## src/rtl/bhs_pkg.sv

```systemverilog
// bhs_pkg: shared constants and types for the bilinear heightmap sampler.
// No dependencies; imported by every module in rtl/.
package bhs_pkg;

   localparam int MAX_WIDTH  = 256;
   localparam int MAX_HEIGHT = 256;
   localparam int FRAC_BITS  = 8;

   localparam int PIX_W   = 16;
   localparam int ADDR_W  = 16;
   localparam int COORD_W = 17;
   localparam int SIZE_W  = 9;
   localparam int OUT_W   = 24;
   localparam int POS_W   = $clog2(MAX_WIDTH);
   localparam int WT_W    = FRAC_BITS + 1;
   localparam int ROW_W   = PIX_W + FRAC_BITS;
   localparam int ACC_W   = ROW_W + FRAC_BITS;

   localparam logic [WT_W-1:0] ONE_FIX = WT_W'(1) << FRAC_BITS;

   localparam logic       FUNC_WRITE  = 1'b0;
   localparam logic       FUNC_SAMPLE = 1'b1;

   localparam logic [1:0] CSR_MAP_WIDTH  = 2'd0;
   localparam logic [1:0] CSR_MAP_HEIGHT = 2'd1;

   // One classified word as it travels from the front end to the back end.
   typedef struct packed {
      logic                 func;
      logic [ADDR_W-1:0]    addr;
      logic [PIX_W-1:0]     value;
      logic [POS_W-1:0]     x0;
      logic [POS_W-1:0]     x1;
      logic [ADDR_W-1:0]    row0;
      logic [ADDR_W-1:0]    row1;
      logic [FRAC_BITS-1:0] tx;
      logic [FRAC_BITS-1:0] ty;
   } entry_type;

endpackage

```

## src/rtl/bhs_front.sv

```systemverilog
// bhs_front: classifies an incoming word, clamps sample coordinates and
// precomputes neighbor columns and row base addresses. Uses bhs_pkg.
module bhs_front import bhs_pkg::*; (
   input  logic [SIZE_W-1:0]  map_width,
   input  logic [SIZE_W-1:0]  map_height,
   input  logic               req_func,
   input  logic [ADDR_W-1:0]  req_pixel_index,
   input  logic [PIX_W-1:0]   req_pixel_value,
   input  logic [COORD_W-1:0] req_sample_x,
   input  logic [COORD_W-1:0] req_sample_y,
   output entry_type          entry
);

   logic [SIZE_W-1:0]          w_eff, h_eff;
   logic [POS_W-1:0]           w_m1, h_m1;
   logic [COORD_W-2:0]         lim_x, lim_y, fx, fy;
   logic [POS_W-1:0]           x0, y0, x1, y1;
   logic [POS_W+SIZE_W-1:0]    prod0, prod1;

   always_comb begin
      // zero is taken as one, oversize as the maximum
      if (map_width == '0) begin
         w_eff = SIZE_W'(1);
      end else if (map_width > SIZE_W'(MAX_WIDTH)) begin
         w_eff = SIZE_W'(MAX_WIDTH);
      end else begin
         w_eff = map_width;
      end
      if (map_height == '0) begin
         h_eff = SIZE_W'(1);
      end else if (map_height > SIZE_W'(MAX_HEIGHT)) begin
         h_eff = SIZE_W'(MAX_HEIGHT);
      end else begin
         h_eff = map_height;
      end
   end

   assign w_m1  = POS_W'(w_eff - SIZE_W'(1));
   assign h_m1  = POS_W'(h_eff - SIZE_W'(1));
   assign lim_x = {w_m1, {FRAC_BITS{1'b0}}};
   assign lim_y = {h_m1, {FRAC_BITS{1'b0}}};

   always_comb begin
      if (req_sample_x[COORD_W-1]) begin
         fx = '0;
      end else if (req_sample_x[COORD_W-2:0] > lim_x) begin
         fx = lim_x;
      end else begin
         fx = req_sample_x[COORD_W-2:0];
      end
      if (req_sample_y[COORD_W-1]) begin
         fy = '0;
      end else if (req_sample_y[COORD_W-2:0] > lim_y) begin
         fy = lim_y;
      end else begin
         fy = req_sample_y[COORD_W-2:0];
      end
   end

   assign x0 = fx[COORD_W-2:FRAC_BITS];
   assign y0 = fy[COORD_W-2:FRAC_BITS];
   assign x1 = (({1'b0, x0} + SIZE_W'(1)) < w_eff) ? x0 + POS_W'(1) : w_m1;
   assign y1 = (({1'b0, y0} + SIZE_W'(1)) < h_eff) ? y0 + POS_W'(1) : h_m1;

   assign prod0 = {{SIZE_W{1'b0}}, y0} * {{POS_W{1'b0}}, w_eff};
   assign prod1 = {{SIZE_W{1'b0}}, y1} * {{POS_W{1'b0}}, w_eff};

   always_comb begin
      entry.func  = req_func;
      entry.addr  = req_pixel_index;
      entry.value = req_pixel_value;
      entry.x0    = x0;
      entry.x1    = x1;
      entry.row0  = prod0[ADDR_W-1:0];
      entry.row1  = prod1[ADDR_W-1:0];
      entry.tx    = fx[FRAC_BITS-1:0];
      entry.ty    = fy[FRAC_BITS-1:0];
   end

endmodule

```

## config.mk

```make
export PLATFORM = sky130hd
export DESIGN_NAME = bhs_front
export DESIGN_NICKNAME = d
export VERILOG_FILES = /design/src/rtl/bhs_pkg.sv /design/src/rtl/bhs_front.sv
export SDC_FILE = /design/constraint.sdc
export NUM_CORES = 1
export LEC_CHECK = 0
export BUFFER_PORTS_ARGS = -buffer_cell sky130_fd_sc_hd__buf_2
export CAP_MARGIN = 5
export CORE_MARGIN = 2
export CORE_UTILIZATION = 50
export DETAILED_ROUTE_END_ITERATION = 6
export MAX_ROUTING_LAYER = met4
export PLACE_DENSITY_LB_ADDON = 0.2
export SYNTH_ARGS = -nofsm -noshare
export SYNTH_HDL_FRONTEND = slang
export SYNTH_SLANG_ARGS = --single-unit
```

## constraint.sdc

```tcl
create_clock -name vclk -period 33.6
set_clock_uncertainty 0.1 [all_clocks]
set_input_delay 5.04 -clock vclk [all_inputs]
set_output_delay 5.04 -clock vclk [all_outputs]
set_load 0.005 [all_outputs]
```

After elaboration in Yosys (flattened, before gate mapping)

Cells that the tools add are included.

Word-level logic and storage cells: 26
Output and inout bits: 97
Bits of input ports: 85
Register bits after elaboration: 0

Mux-type cells: 10
Multipliers: 2
Magnitude comparators: 6
Reductions and logical operators: 2
Add/sub/neg operators: 6

Operator list:

| cell                | number |
|---|---|
| $mux 16             | 4 |
| $mux 9              | 4 |
| $gt 16x16->1        | 2 |
| $mul 8x9->16        | 2 |
| $add 8x1->9 const B | 2 |
| $gt 9x9->1 const B  | 2 |
| $logic_not 9->1     | 2 |
| $lt 9x9->1          | 2 |
| $add 8x1->8 const B | 2 |
| $mux 8              | 2 |
| $sub 8x1->8 const B | 2 |

Logic depth before layout (Yosys ltp)

Depth in word-level cells: 11
Gate-level depth with buffers: 49
Mapped depth without buffers: 46

Worst setup path after synthesis

No wires, ideal clock.

Kind: input to output
From: input port map_height[4]
To: output port entry[31] in the netlist's numbering
Data required time: 28460 ps
Cell stages on the path: 40
Data arrival time: 14504 ps
Buffers on the path: 3
Setup slack: 13956 ps
Cells stage by stage: buf_2 > or4_4 > nor4_2 > o21ai_2 > ha_1 > and2_1 > nand2b_1 > a32o_1 > inv_1 > ha_1 > nand4_1 > o211ai_1 > o31a_1 > buf_2 > nand2_1 > o41ai_2 > nand3_1 > o31a_1 > [4 not listed] > o41ai_4 > buf_6 > mux2_2 > or2_2 > fa_1 > fa_1 > inv_1 > fa_1 > inv_1 > fa_1 > inv_1 > ha_1 > a21o_1 > a31oi_1 > o21ai_0 > o41ai_1 > xnor2_1 > xnor2_1

RTL lines:

| element         | RTL line        | RTL |
|---|---|---|
| start, declared | bhs_front.sv:5  | `input logic [SIZE_W-1:0] map_height,` |
| end, declared   | bhs_front.sv:11 | `output entry_type entry` |

==> reports/qor.yml <==
floorplan:
  die_area_um2: 14590
  start_util_pct: 51.29
  core_region_area_um2: 13300
  row_count: 42
  chipHeight_um: 120.8
  num_io_pins: 182
  die_w_um: 120.8
detailed_routing:
  num_vias: 6075
  first_pass_iters: 5
  routedWlPerCell_um: 14.55
  finalWirelength_um: 16150
  viasPerCell: 5.473
  drtIter0Drc: 250
  ant_nets: 0
  drc: 0
synthesis:
  synth_top_area_share_pct: 24.07
  yosysWarnings: 0
  synthSimpleGateAreaFrac_pct: 21.61
  ys_types: 75
  syn-instance-count: 874
  synth.mux.area_fraction_pct: 2.936
  synth-adder-area-share_pct: 43.52
  synth_most_common_cell: "inv_1"
  yosysTopAreaCell: "fa_1"
  syn-cell-area_um2: 6819
  syn_nets: 1147
  synth_common_cells: "140 x inv_1, 116 x nor2_1, 106 x ha_1, 82 x fa_1, 64 x nand2_1"
  synth_compound_area_share_pct: 12.88
  seq_area_frac_synth_pct: 0
  synthXorXnorAreaFrac_pct: 5.780
  synthTopCellsByArea: "fa_1 24%, ha_1 19%, inv_1 7.7%"
  syn_area_per_cell_um2: 7.802
  synth_top_family_by_area: "adder cells"
placement:
  place_area_um2: 7274
  gp_congestion: 0.9218
  hpwl_um: 13610
  io_buffers: 116
sta:
  slew_headroom_pct: 28.62
  final_max_slew_viol_count: 0
  period_needed_ns: 21.04
  max_freq_mhz: 47.53
  worstMarginPinSlew_ns: 1.071
  setup-tns-final_ns: 0
  hold_viol: 0
  period_share_pct: 62.62
  rsz0062_at_grt: "no"
  finalSetupViolCount: 0
finish:
  regArea_um2: 0
  fin_area_um2: 7274
  multi_input_area_um2: 5914
  seq_cell_count: 0
  area_growth_syn_to_layout_pct: 6.679
  n_clock_buffer: 0
  drive_above_1_share_pct: 16.06
  fillCellCount: 1318
  diodes: 0
  layout.nets: 1209
clock_network:
  hold_buffers: 0
  postCtsSetupRepairBufs: 0
  cts_resized: 0
critical_path:
  worstSetupPathType: "input pin to output port"
  crit_fanout: 12
  start_kind: "input pin"
  cp_data_arrival_time_ns: 15.90
  cp_slowest_cell: "o41ai_4"
  cp_slowest_stage_delay_ns: 0.83
  end_kind: "output port"
  critPathRequiredTime_ns: 28.46
pwr:
  vdd_ir_drop_max_mv: 0.01604
  p_per_area_nw_per_um2: 27.38
  p_leak_uw: 0.003965
global_route:
  overflow: 0
  grt_max_degree: 19
  grt_pass1_vias: 5939
  grt_pass1_wl_um: 27660
  grt_antenna_before_repair: 0
  grt_use_total_pct: 23.37
worst_hold_path:
  holdPathEnd: "entry[65]"
  hold_depth: 0
  hp-start: "req_pixel_value[1]"
  hold_path_class: "input pin to output port"
run:
  drv_cap: 0
status:
  status: "finished clean"
per-layer routing:
metal	GRT usage, %	up-vias	wire length, um
li1	-	2936	-
met1	32.15	2926	7278
met2	39.69	197	7807
met3	0.8019	16	910
met4	3.052	0	157
met5	-	-	0
critical path, delay by kind of cell:
family / cells / cell delay [ns]
fa+ha+maj: 8 / 3.12
mux: 1 / 0.78
buf+inv: 6 / 0.48
xor+xnor: 2 / 0.31
simple gates: 9 / 2.10
compound gates: 13 / 4.06
how the worst max path moves through the flow:
stage                   from        end  slack [ns]  cells past startpoint
2_1_floorplan  map_height[4]  entry[31]       13.96                     40
3_3_place_gp   map_height[3]  entry[31]       12.78                     39
3_5_place_dp   map_height[3]  entry[31]       12.63                     39
4_1_cts        map_height[3]  entry[31]       12.60                     39
5_1_grt        map_height[3]  entry[31]       11.88                     39
6_report       map_height[3]  entry[31]       12.56                     39
cells by family after synthesis:
| family | count (synthesis) |
|---|---|
| AOI/OAI and AO/OA | 118 |
| adders and majority gates | 188 |
| buffers and inverters | 203 |
| muxes | 19 |
| xor gates and xnor gates | 45 |
| and+or+nand+nor | 301 |
report_power, final:
| part | leakage [uW] | internal [uW] | switching (uW) |
|---|---|---|---|
| Sequential | 0 | 0 | 0 |
| Clock | 0 | 0 | 0 |
| Combinational | 0.00396 | 86.2 | 113 |
| Total | 0.00396 | 86.2 | 113 |
placed cells by master (no fill, tap or decap), types with 3 or more instances in the layout:
cell type / count
or4_1: 3
nor3_1: 11
inv_1: 140
a21o_1: 12
and2_1: 22
o21a_1: 3
nor4_1: 6
mux2_2: 3
clkinv_1: 3
ha_1: 106
xnor2_1: 38
o211ai_1: 5
or2_2: 4
nor2b_1: 16
mux2i_1: 13
fa_1: 82
a21oi_1: 27
nand2b_1: 14
nor2_1: 116
nand3_1: 14
a211o_1: 3
or2_1: 8
o2111ai_1: 3
nand4_1: 5
nand2_1: 64
xor2_1: 7
buf_2: 116
a21oi_2: 3
o21ai_0: 19
a211oi_1: 8
o21bai_1: 4
per-stage QoR:
stage	cells	hold slack, ns	worst slack, ns	power, uW	util [%]
floorplan	874	10.06	13.96	146.1	-
global placement	1110	9.980	12.78	198.0	54.71
detailed placement	1110	9.980	12.63	200.3	54.71
CTS	1110	9.980	12.60	201.7	54.71
global route	1110	9.980	11.88	229.1	54.71
finish	1110	9.980	12.56	199.2	54.71
layout make-up:
type / count / area share (%)
well taps: 176 / 3.027
repair buffers: 118 / 8.187
multi-input cells: 671 / 81.30
inverters: 145 / 7.482
Power figures use the tool's default switching activity.
