==> src/rtl/bhs_pkg.sv <==
// bhs_pkg: shared constants and types for the bilinear heightmap sampler.
// No dependencies; imported by every module in rtl/.
package bhs_pkg;

   localparam int MAX_WIDTH  = 256;
   localparam int MAX_HEIGHT = 256;
   localparam int FRAC_BITS  = 8;

   localparam int PIX_W   = 16;
   localparam int ADDR_W  = 16;
   localparam int COORD_W = 17;
   localparam int SIZE_W  = 9;
   localparam int OUT_W   = 24;
   localparam int POS_W   = $clog2(MAX_WIDTH);
   localparam int WT_W    = FRAC_BITS + 1;
   localparam int ROW_W   = PIX_W + FRAC_BITS;
   localparam int ACC_W   = ROW_W + FRAC_BITS;

   localparam logic [WT_W-1:0] ONE_FIX = WT_W'(1) << FRAC_BITS;

   localparam logic       FUNC_WRITE  = 1'b0;
   localparam logic       FUNC_SAMPLE = 1'b1;

   localparam logic [1:0] CSR_MAP_WIDTH  = 2'd0;
   localparam logic [1:0] CSR_MAP_HEIGHT = 2'd1;

   // One classified word as it travels from the front end to the back end.
   typedef struct packed {
      logic                 func;
      logic [ADDR_W-1:0]    addr;
      logic [PIX_W-1:0]     value;
      logic [POS_W-1:0]     x0;
      logic [POS_W-1:0]     x1;
      logic [ADDR_W-1:0]    row0;
      logic [ADDR_W-1:0]    row1;
      logic [FRAC_BITS-1:0] tx;
      logic [FRAC_BITS-1:0] ty;
   } entry_type;

endpackage

==> src/rtl/bhs_queue.sv <==
// bhs_queue: two-entry FIFO of classified words between front and back end.
// Uses bhs_pkg for entry_type.
module bhs_queue import bhs_pkg::*; (
   input  logic      clock,
   input  logic      reset,
   input  logic      push,
   input  entry_type push_data,
   input  logic      pop,
   output entry_type pop_data,
   output logic      full,
   output logic      empty
);

   entry_type  slot_ff [2];
   logic       wr_ptr_ff, wr_ptr_in;
   logic       rd_ptr_ff, rd_ptr_in;
   logic [1:0] count_ff, count_in;

   always_comb begin
      wr_ptr_in = push ? ~wr_ptr_ff : wr_ptr_ff;
      rd_ptr_in = pop ? ~rd_ptr_ff : rd_ptr_ff;
      count_in  = count_ff + {1'b0, push} - {1'b0, pop};
   end

   always_ff @(posedge clock) begin
      if (reset) begin
         wr_ptr_ff <= 1'b0;
         rd_ptr_ff <= 1'b0;
         count_ff  <= '0;
      end else begin
         wr_ptr_ff <= wr_ptr_in;
         rd_ptr_ff <= rd_ptr_in;
         count_ff  <= count_in;
      end
   end

   always_ff @(posedge clock) begin
      if (push) begin
         slot_ff[wr_ptr_ff] <= push_data;
      end
   end

   assign pop_data = slot_ff[rd_ptr_ff];
   assign full     = (count_ff == 2'd2);
   assign empty    = (count_ff == 2'd0);

endmodule

==> config.mk <==
export PLATFORM = sky130hd
export DESIGN_NAME = bhs_queue
export DESIGN_NICKNAME = d
export VERILOG_FILES = /design/src/rtl/bhs_pkg.sv /design/src/rtl/bhs_queue.sv
export SDC_FILE = /design/constraint.sdc
export NUM_CORES = 1
export LEC_CHECK = 0
export BUFFER_PORTS_ARGS = -buffer_cell sky130_fd_sc_hd__buf_2
export CAP_MARGIN = 10
export CELL_PAD_IN_SITES_DETAIL_PLACEMENT = 0
export CELL_PAD_IN_SITES_GLOBAL_PLACEMENT = 1
export CORE_MARGIN = 4
export CORE_UTILIZATION = 30
export CTS_BUF_LIST = sky130_fd_sc_hd__clkbuf_8
export CTS_CLUSTER_SIZE = 12
export DETAILED_ROUTE_END_ITERATION = 10
export PLACE_DENSITY = 0.6
export RECOVER_POWER = 50
export SETUP_SLACK_MARGIN = 0.2
export SYNTH_ARGS = -nofsm -noshare
export SYNTH_HDL_FRONTEND = slang
export SYNTH_SLANG_ARGS = --single-unit
==> constraint.sdc <==
create_clock -name clock -period 5.3 [get_ports clock]
set_clock_uncertainty 0.05 [all_clocks]
set_input_delay 0.265 -clock clock [delete_from_list [all_inputs] [get_ports clock]]
set_output_delay 0.265 -clock clock [all_outputs]
set_load 0.01 [all_outputs]
# ---- Word-level counts from Yosys, hierarchy flattened
# Memory sizes are Yosys's and may differ from the RTL's. A register that Yosys moved wholly into a read port is not among the register bits.
# Index checks and enable logic that the tools add are counted.
dict set report word_totals {
  wordCells 14
  ram_bits 194
  latch_bits 0
  mem_bits_ro 0
  n_memories 1
  regBits 4
  out_inout_bits 99
}
# memory depth word_bits read_ports rd_ports_with_merged_regs wr line
set mem_list {}
lappend mem_list {slot_ff 2 97 1 1 1 bhs_queue.sv:14} ;# entry_type slot_ff [2];
dict set report op_classes {
  n_addsub 2
  shifts 0
  n_eq_ne 1
  n_mul 0
  div_mod_pow 0
  n_mux 4
  bitwise 2
  magnitude_cmp 0
  reduce_logical 1
}
# op n
set op_table {}
lappend op_table {{$mux 1} 4}
lappend op_table {{$add 2x1->2} 1}
lappend op_table {{$eq 2x2->1 const B} 1}
lappend op_table {{$logic_not 2->1} 1}
lappend op_table {{$not 1->1} 2}
lappend op_table {{$sub 2x1->2} 1}

# ---- Logic depth before layout (Yosys ltp)
# Gate-level depths: netlist of run 1.
dict set report depth {
  ltp_word 3
  ltp_mapped 6
  depth_no_buf 6
}

# ---- Worst setup path after synthesis of run 1
# Ideal clock, no wire load.
dict set report synth_timing {
  path_kind {register -> register}
  start {register wr_ptr_ff}
  end {memory slot_ff[0][0] (netlist bit), enable pin}
  synth_period_minus_slack_ns 5.238
  path_slack_ns 0.062
  setup_ns 0.565
  t_arrival_ns 4.623
  path_stages_with_launch 2
  path_cell_list {dfxtp_1 nor2b_1}
}
# element line
set synth_rtl {}
lappend synth_rtl {{start, declared} bhs_queue.sv:15} ;# logic wr_ptr_ff, wr_ptr_in;
lappend synth_rtl {{start signal, assigned} bhs_queue.sv:31} ;# wr_ptr_ff <= wr_ptr_in;
lappend synth_rtl {{end, declared} bhs_queue.sv:14}
# No word-level cell before the write port.

# ---- Worst setup path after layout of run 1
dict set report layout_timing {
  start {register wr_ptr_ff}
  end {memory slot_ff[0][0] (netlist bit), enable pin}
}
# No word-level cell before the write port.

==> reports/results.txt, run 1 <==
status = complete, but fails checks
failing checks = max-capacitance violations, max-slew violations
critical-path cell list = nor2b_1 -> buf_12
Critical Path Source Type = flop
Final Hold Viols = 0
Clock Path Buffers = 2
Post-DP HPWL = 9.636 mm
die height = 164.3 um
cell taking the most area after synthesis = edfxtp_1
Power Total = 3.255 mW
vias in the first global route = 4505
max cap viols = 1
routability cong. = 0.7261
Ports = 200
clock slew seen by the registers of the worst setup and hold paths = 0.10 ns
largest net degree at the start of global routing = 71
Port Buffers = 199
first-pass GRT wire length = 23.21 mm
Routed WL = 15.17 mm
worst skew pair latency = 0.45 ns
Syn Nets = 426
final instance area = 9958 sq um
critical path's slowest cell = nor2b_1
Req. time, crit path = 5.35 ns
Top FF cell, synth = edfxtp_1
crit-path max FO = 69
Max Clock Freq = 298.9 MHz
routed vias = 4013
worst vdd ir = 0.0001668 V
Max-slew headroom = -91.91%
Final ANT Viol Nets = 0
worst hold path class = primary input to flop
Mean Syn Cell Area = 22.70 sq um
asr flop ratio synth = 0%
leading cell types by total area after synthesis = edfxtp_1 (79%), mux2_2 (10%), mux2_4 (6.1%)
CTS root buffer = clkbuf_8
ANT cells = 0
WP buf/inv = 1
Pwr per Cell Area = 326.9 nW/um^2
initial DRC count = 137
RSZ-0062 raised after global routing = false
Post-synth EDFFs = 194
Fin Setup TNS = 0 ns
worst-margin pin slew = 2.873 ns
Core ar. = 23750 sq um
CTS tree = done
register bit count reported by yosys = 199
Avg WL per Cell = 15.74 um
Final nets = 735
CP delay by family, top = simple AND/OR/NAND/NOR gates
setup violators final = 0
Die Area = 27010 sq um
Syn Inst Count = 323
layout cells sized above 1 = 39.69%
yosys warns = 0
WS Path Type = flop to flop
Area after DPL = 8691 sq um
Die W = 164.3 um
Synth cell types = 13
gr ovfl total = 0
Hold Slack = 0.05226 ns
CTS resizes = 0
P_leak = 3.601 nW
Seq/Total Area, Yosys = 80.81%
Layout area overhead = 35.80%
CTS Buf Count = 17
post-synth design cell area = 7333 sq um
row cnt = 56
most frequent cell after synthesis = edfxtp_1
Clock H-tree levels = 4
initial antenna violation count = 0
First-pass DRT Iterations = 4
DRC = 0
Initial Utilization = 30.87%
CTS Sinks = 199
total track usage = 11.25%
CP arrival = 3.40 ns
Crit. End Element = flop
most frequent cells after synthesis = edfxtp_1 (194), mux2_2 (67), mux2_4 (30), buf_2 (6)
crit share post-route = 63.12%
Tmin final = 3.345 ns
CP peak stage delay = 2.12 ns
post-synth top area share = 79.44%
via/cell ratio = 4.163
final max-slew violation count = 29
[per-stage QoR]
stage | cells | util [%] | worst slack [ns]
5_1_grt | 964 | 41.92 | 1.641
3_3_place_gp | 833 | 36.59 | 2.834
3_5_place_dp | 833 | 36.59 | 2.755
6_report | 964 | 41.92 | 1.955
4_1_cts | 964 | 42.35 | 2.223
2_1_floorplan | 323 | - | 1.956
[state kept, by name (all words and copies together) (netlist names), named ones only]
| signal | cells |
|---|---|
| slot_ff | 194 |
| count_ff | 2 |
| rd_ptr_ff | 1 |
| wr_ptr_ff | 1 |
[repair_timing]
action,in CTS,in global routing
endpoints found under the hold margin,199,0
setup buffers,0,0
hold buffers,99,0
[cell type report]
cell class              count  area [sq um]
clock buffers              17         234.0
multi-input cells         111          1316
flip-flops and latches    199          5929
clock inverters            15         143.9
fillers                  2166         13790
repair buffers            301          1928
well taps                 319         399.1
inverters                   2         7.507
[routing by layer]
metal	global-route usage (%)	wire length, um
met3	3.839	1103
met5	0	0
met1	13.07	6298
met4	3.088	93
met2	19.80	7677
[path summary, 6_finish.rpt]
check	slack [ns]	cells after the start	end	startpoint
setup / recovery	1.95	2	slot_ff[0][0]$_DFFE_PP_	wr_ptr_ff$_SDFFE_PP0P_
hold / removal	0.05	3	rd_ptr_ff$_SDFFE_PP0P_	pop
hold reg to reg	0.48	2	rd_ptr_ff$_SDFFE_PP0P_	rd_ptr_ff$_SDFFE_PP0P_
setup reg to reg	1.95	2	slot_ff[0][0]$_DFFE_PP_	wr_ptr_ff$_SDFFE_PP0P_
[placed cells by master (no fill, tap or decap), types with 2 or more instances in the layout]
cell type      count
nor2_1             5
xnor2_1            2
clkinv_4           3
clkinvlp_4         2
mux2_4            30
ha_1               2
inv_8              3
buf_2            123
nor2b_1            3
edfxtp_1         194
clkbuf_8          17
buf_4              2
mux2_2            67
inv_6              3
clkbuf_1          75
dlygate4sd3_1     99
inv_1              3
dfxtp_1            4
[worst reg2reg max path, stage by stage, from the launching register on]
cell     delay, ns
dfxtp_1       0.35
nor2b_1       2.12
buf_12        0.44
[power by group]
part           switching, mW  internal (mW)
Combinational          0.200          0.234
Clock                  0.555          0.384
Sequential            0.0459           1.84
Total                  0.801           2.45
[logic make-up after synthesis]
logic type / count (synthesis) / synth area share, %
DFF: 199 / 80.81
xor gates and xnor gates: 3 / 0.5460
muxes: 97 / 16.43
and+or+nand+nor: 9 / 0.5973
adders and majority gates: 2 / 0.3412
buffers and inverters: 13 / 1.280
(Power assumes the default switching activity.)
==> run 2, diff against run 1 <==
--- a/config.mk
+++ b/config.mk
@@ -14,7 +14,7 @@
 export CTS_BUF_LIST = sky130_fd_sc_hd__clkbuf_8
 export CTS_CLUSTER_SIZE = 12
 export DETAILED_ROUTE_END_ITERATION = 10
-export PLACE_DENSITY = 0.6
+export PLACE_DENSITY = 0.58
 export RECOVER_POWER = 50
 export SETUP_SLACK_MARGIN = 0.2
 export SYNTH_ARGS = -nofsm -noshare
==> constraint.sdc (replaced) <==
create_clock -name clock -period 3.2 [get_ports clock]
set_clock_uncertainty 0.05 [all_clocks]
set_input_delay 0.16 -clock clock [delete_from_list [all_inputs] [get_ports clock]]
set_output_delay 0.16 -clock clock [all_outputs]
set_load 0.01 [all_outputs]
==> reports/results.txt, run 2 (synthesis results as in run 1) <==
layout cells sized above 1 = 40.22% (+0.53 points)
via/cell ratio = 4.195 (+0.78%)
Ports = 200 (unchanged)
Final ANT Viol Nets = 0 (unchanged)
Clock Path Buffers = 2 (unchanged)
Layout area overhead = 37.57%
initial DRC count = 160 (+17%)
Largest regs = slot_ff: 194 flops, count_ff: 2 flops
CTS root buffer = clkbuf_8
First-pass DRT Iterations = 4 (unchanged)
first-pass GRT wire length = 23.49 mm (+1.2%)
worst hold path class = primary input to flop
Routed WL = 15.10 mm (-0.45%)
largest net degree at the start of global routing = 42 (-41%)
routability cong. = 0.7098 (-2.2%)
Avg WL per Cell = 15.60 um (-0.87%)
Post-DP HPWL = 10.03 mm (+4.1%)
Clock H-tree levels = 4 (unchanged)
DRC = 0 (unchanged)
die height = 164.3 um (unchanged)
Max-slew headroom = 4.079% (+96 points)
Pwr per Cell Area = 550.0 nW/um^2 (+68%)
final max-slew violation count = 0 (-100%)
CTS Sinks = 199 (unchanged)
most common cell after layout, fill and taps aside = edfxtp_1
worst-margin pin slew = 1.432 ns (-1.440 ns)
Power Total = 5.548 mW (+70%)
ANT cells = 0 (unchanged)
Core ar. = 23750 sq um (unchanged)
CTS Buf Count = 17 (unchanged)
Fin Setup TNS = 0 ns (unchanged)
P_leak = 3.663 nW (+1.7%)
Final Hold Viols = 0 (unchanged)
gr ovfl total = 0 (unchanged)
total track usage = 11.28% (+0.031 points)
crit share post-route = 75.25%
commonest cells after routing, fill and taps aside = edfxtp_1 (194), buf_2 (122), dlygate4sd3_1 (101)
Tmin final = 2.408 ns
max cap viols = 0 (-1)
worst vdd ir = 0.0002427 V (+46%)
status = completed
clock slew seen by the registers of the worst setup and hold paths = 0.10 ns (about the same)
routed vias = 4061 (+1.2%)
worst reg2reg setup slack = 1.04 ns (-0.91 ns)
setup violators final = 0 (unchanged)
initial antenna violation count = 0 (unchanged)
vias in the first global route = 4513 (+0.18%)
fin worst setup slack = 0.7921 ns (-1.163 ns)
Post-Place Worst Slack = 1.222 ns (-1.533 ns)
Critical Path Source Type = flop
CP arrival = 2.20 ns (-1.20 ns)
RSZ-0062 raised after global routing = false
Area after DPL = 8751 sq um (+0.69%)
max reg flops = 194 (unchanged)
row cnt = 56 (unchanged)
final instance area = 10090 sq um (+1.3%)
fillers = 2149 (-0.78%)
Crit. End Element = primary output
CTS tree = done
Port Buffers = 199 (unchanged)
crit-path max FO = 39 (-43%)
Die W = 164.3 um (unchanged)
Max Clock Freq = 415.3 MHz
Final nets = 740 (+0.68%)
Req. time, crit path = 2.99 ns (-2.36 ns)
Initial Utilization = 30.87% (unchanged)
worst skew pair latency = 0.44 ns (about the same)
Die Area = 27010 sq um (unchanged)
WS Path Type = flop to primary output
Biggest register = slot_ff
## run 2: worst paths after layout
| check | from | endpoint | cells past startpoint |
|---|---|---|---|
| worst max-delay path | flop | pop_data[33] | 3 |
| worst min-delay path | push_data[59] | slot_ff[1][59]$_DFFE_PP_ | 2 |
| worst max register to register | wr_ptr_ff$_SDFFE_PP0P_ | slot_ff[0][27]$_DFFE_PP_ | 2 |
| worst min register to register | rd_ptr_ff$_SDFFE_PP0P_ | rd_ptr_ff$_SDFFE_PP0P_ | 2 |
## run 2: per-layer routing
metal	up-vias	GRT usage, %	wire length, um
met4	0	3.469	187
li1	1902	-	-
met2	136	19.20	7504
met5	-	0	0
met3	14	3.312	971
met1	2009	13.86	6441
## run 2: power by group
part / internal [mW] / switching [mW]
sequential: 3.04 / 0.0647
clock: 0.797 / 0.903
combinational: 0.400 / 0.345
total: 4.24 / 1.31
## run 2: critical path, cell delays in order (launching register included)
cell and delay, ns:
dfxtp_4 0.80, buf_4 0.40, mux2_2 0.38, buf_2 0.14
## run 2: cell type report
class	count	area, sq um	area share [%]
Clock inverter	14	191.4	1.898
Clock buffer	17	234.0	2.319
Inverter	2	7.507	0.07441
Timing Repair Buffer	306	2009	19.92
Tap cell	319	399.1	3.956
Multi-Input combinational cell	111	1318	13.06
Sequential cell	199	5929	58.77
## run 2: metrics by stage
step	hold WS [ns]	utilization (%)	std cells
floorplan	0.1816	-	323
global placement	0.2983	36.84	836
detailed placement	0.3011	36.84	836
CTS	0.3247	42.89	968
global route	0.3352	42.47	968
finish	0.3847	42.47	968
## run 2: what timing repair did
action,in CTS,in global routing
gates resized for setup,0,0
hold buffers,101,0
endpoints found under the hold margin,199,0
buffers inserted,0,0
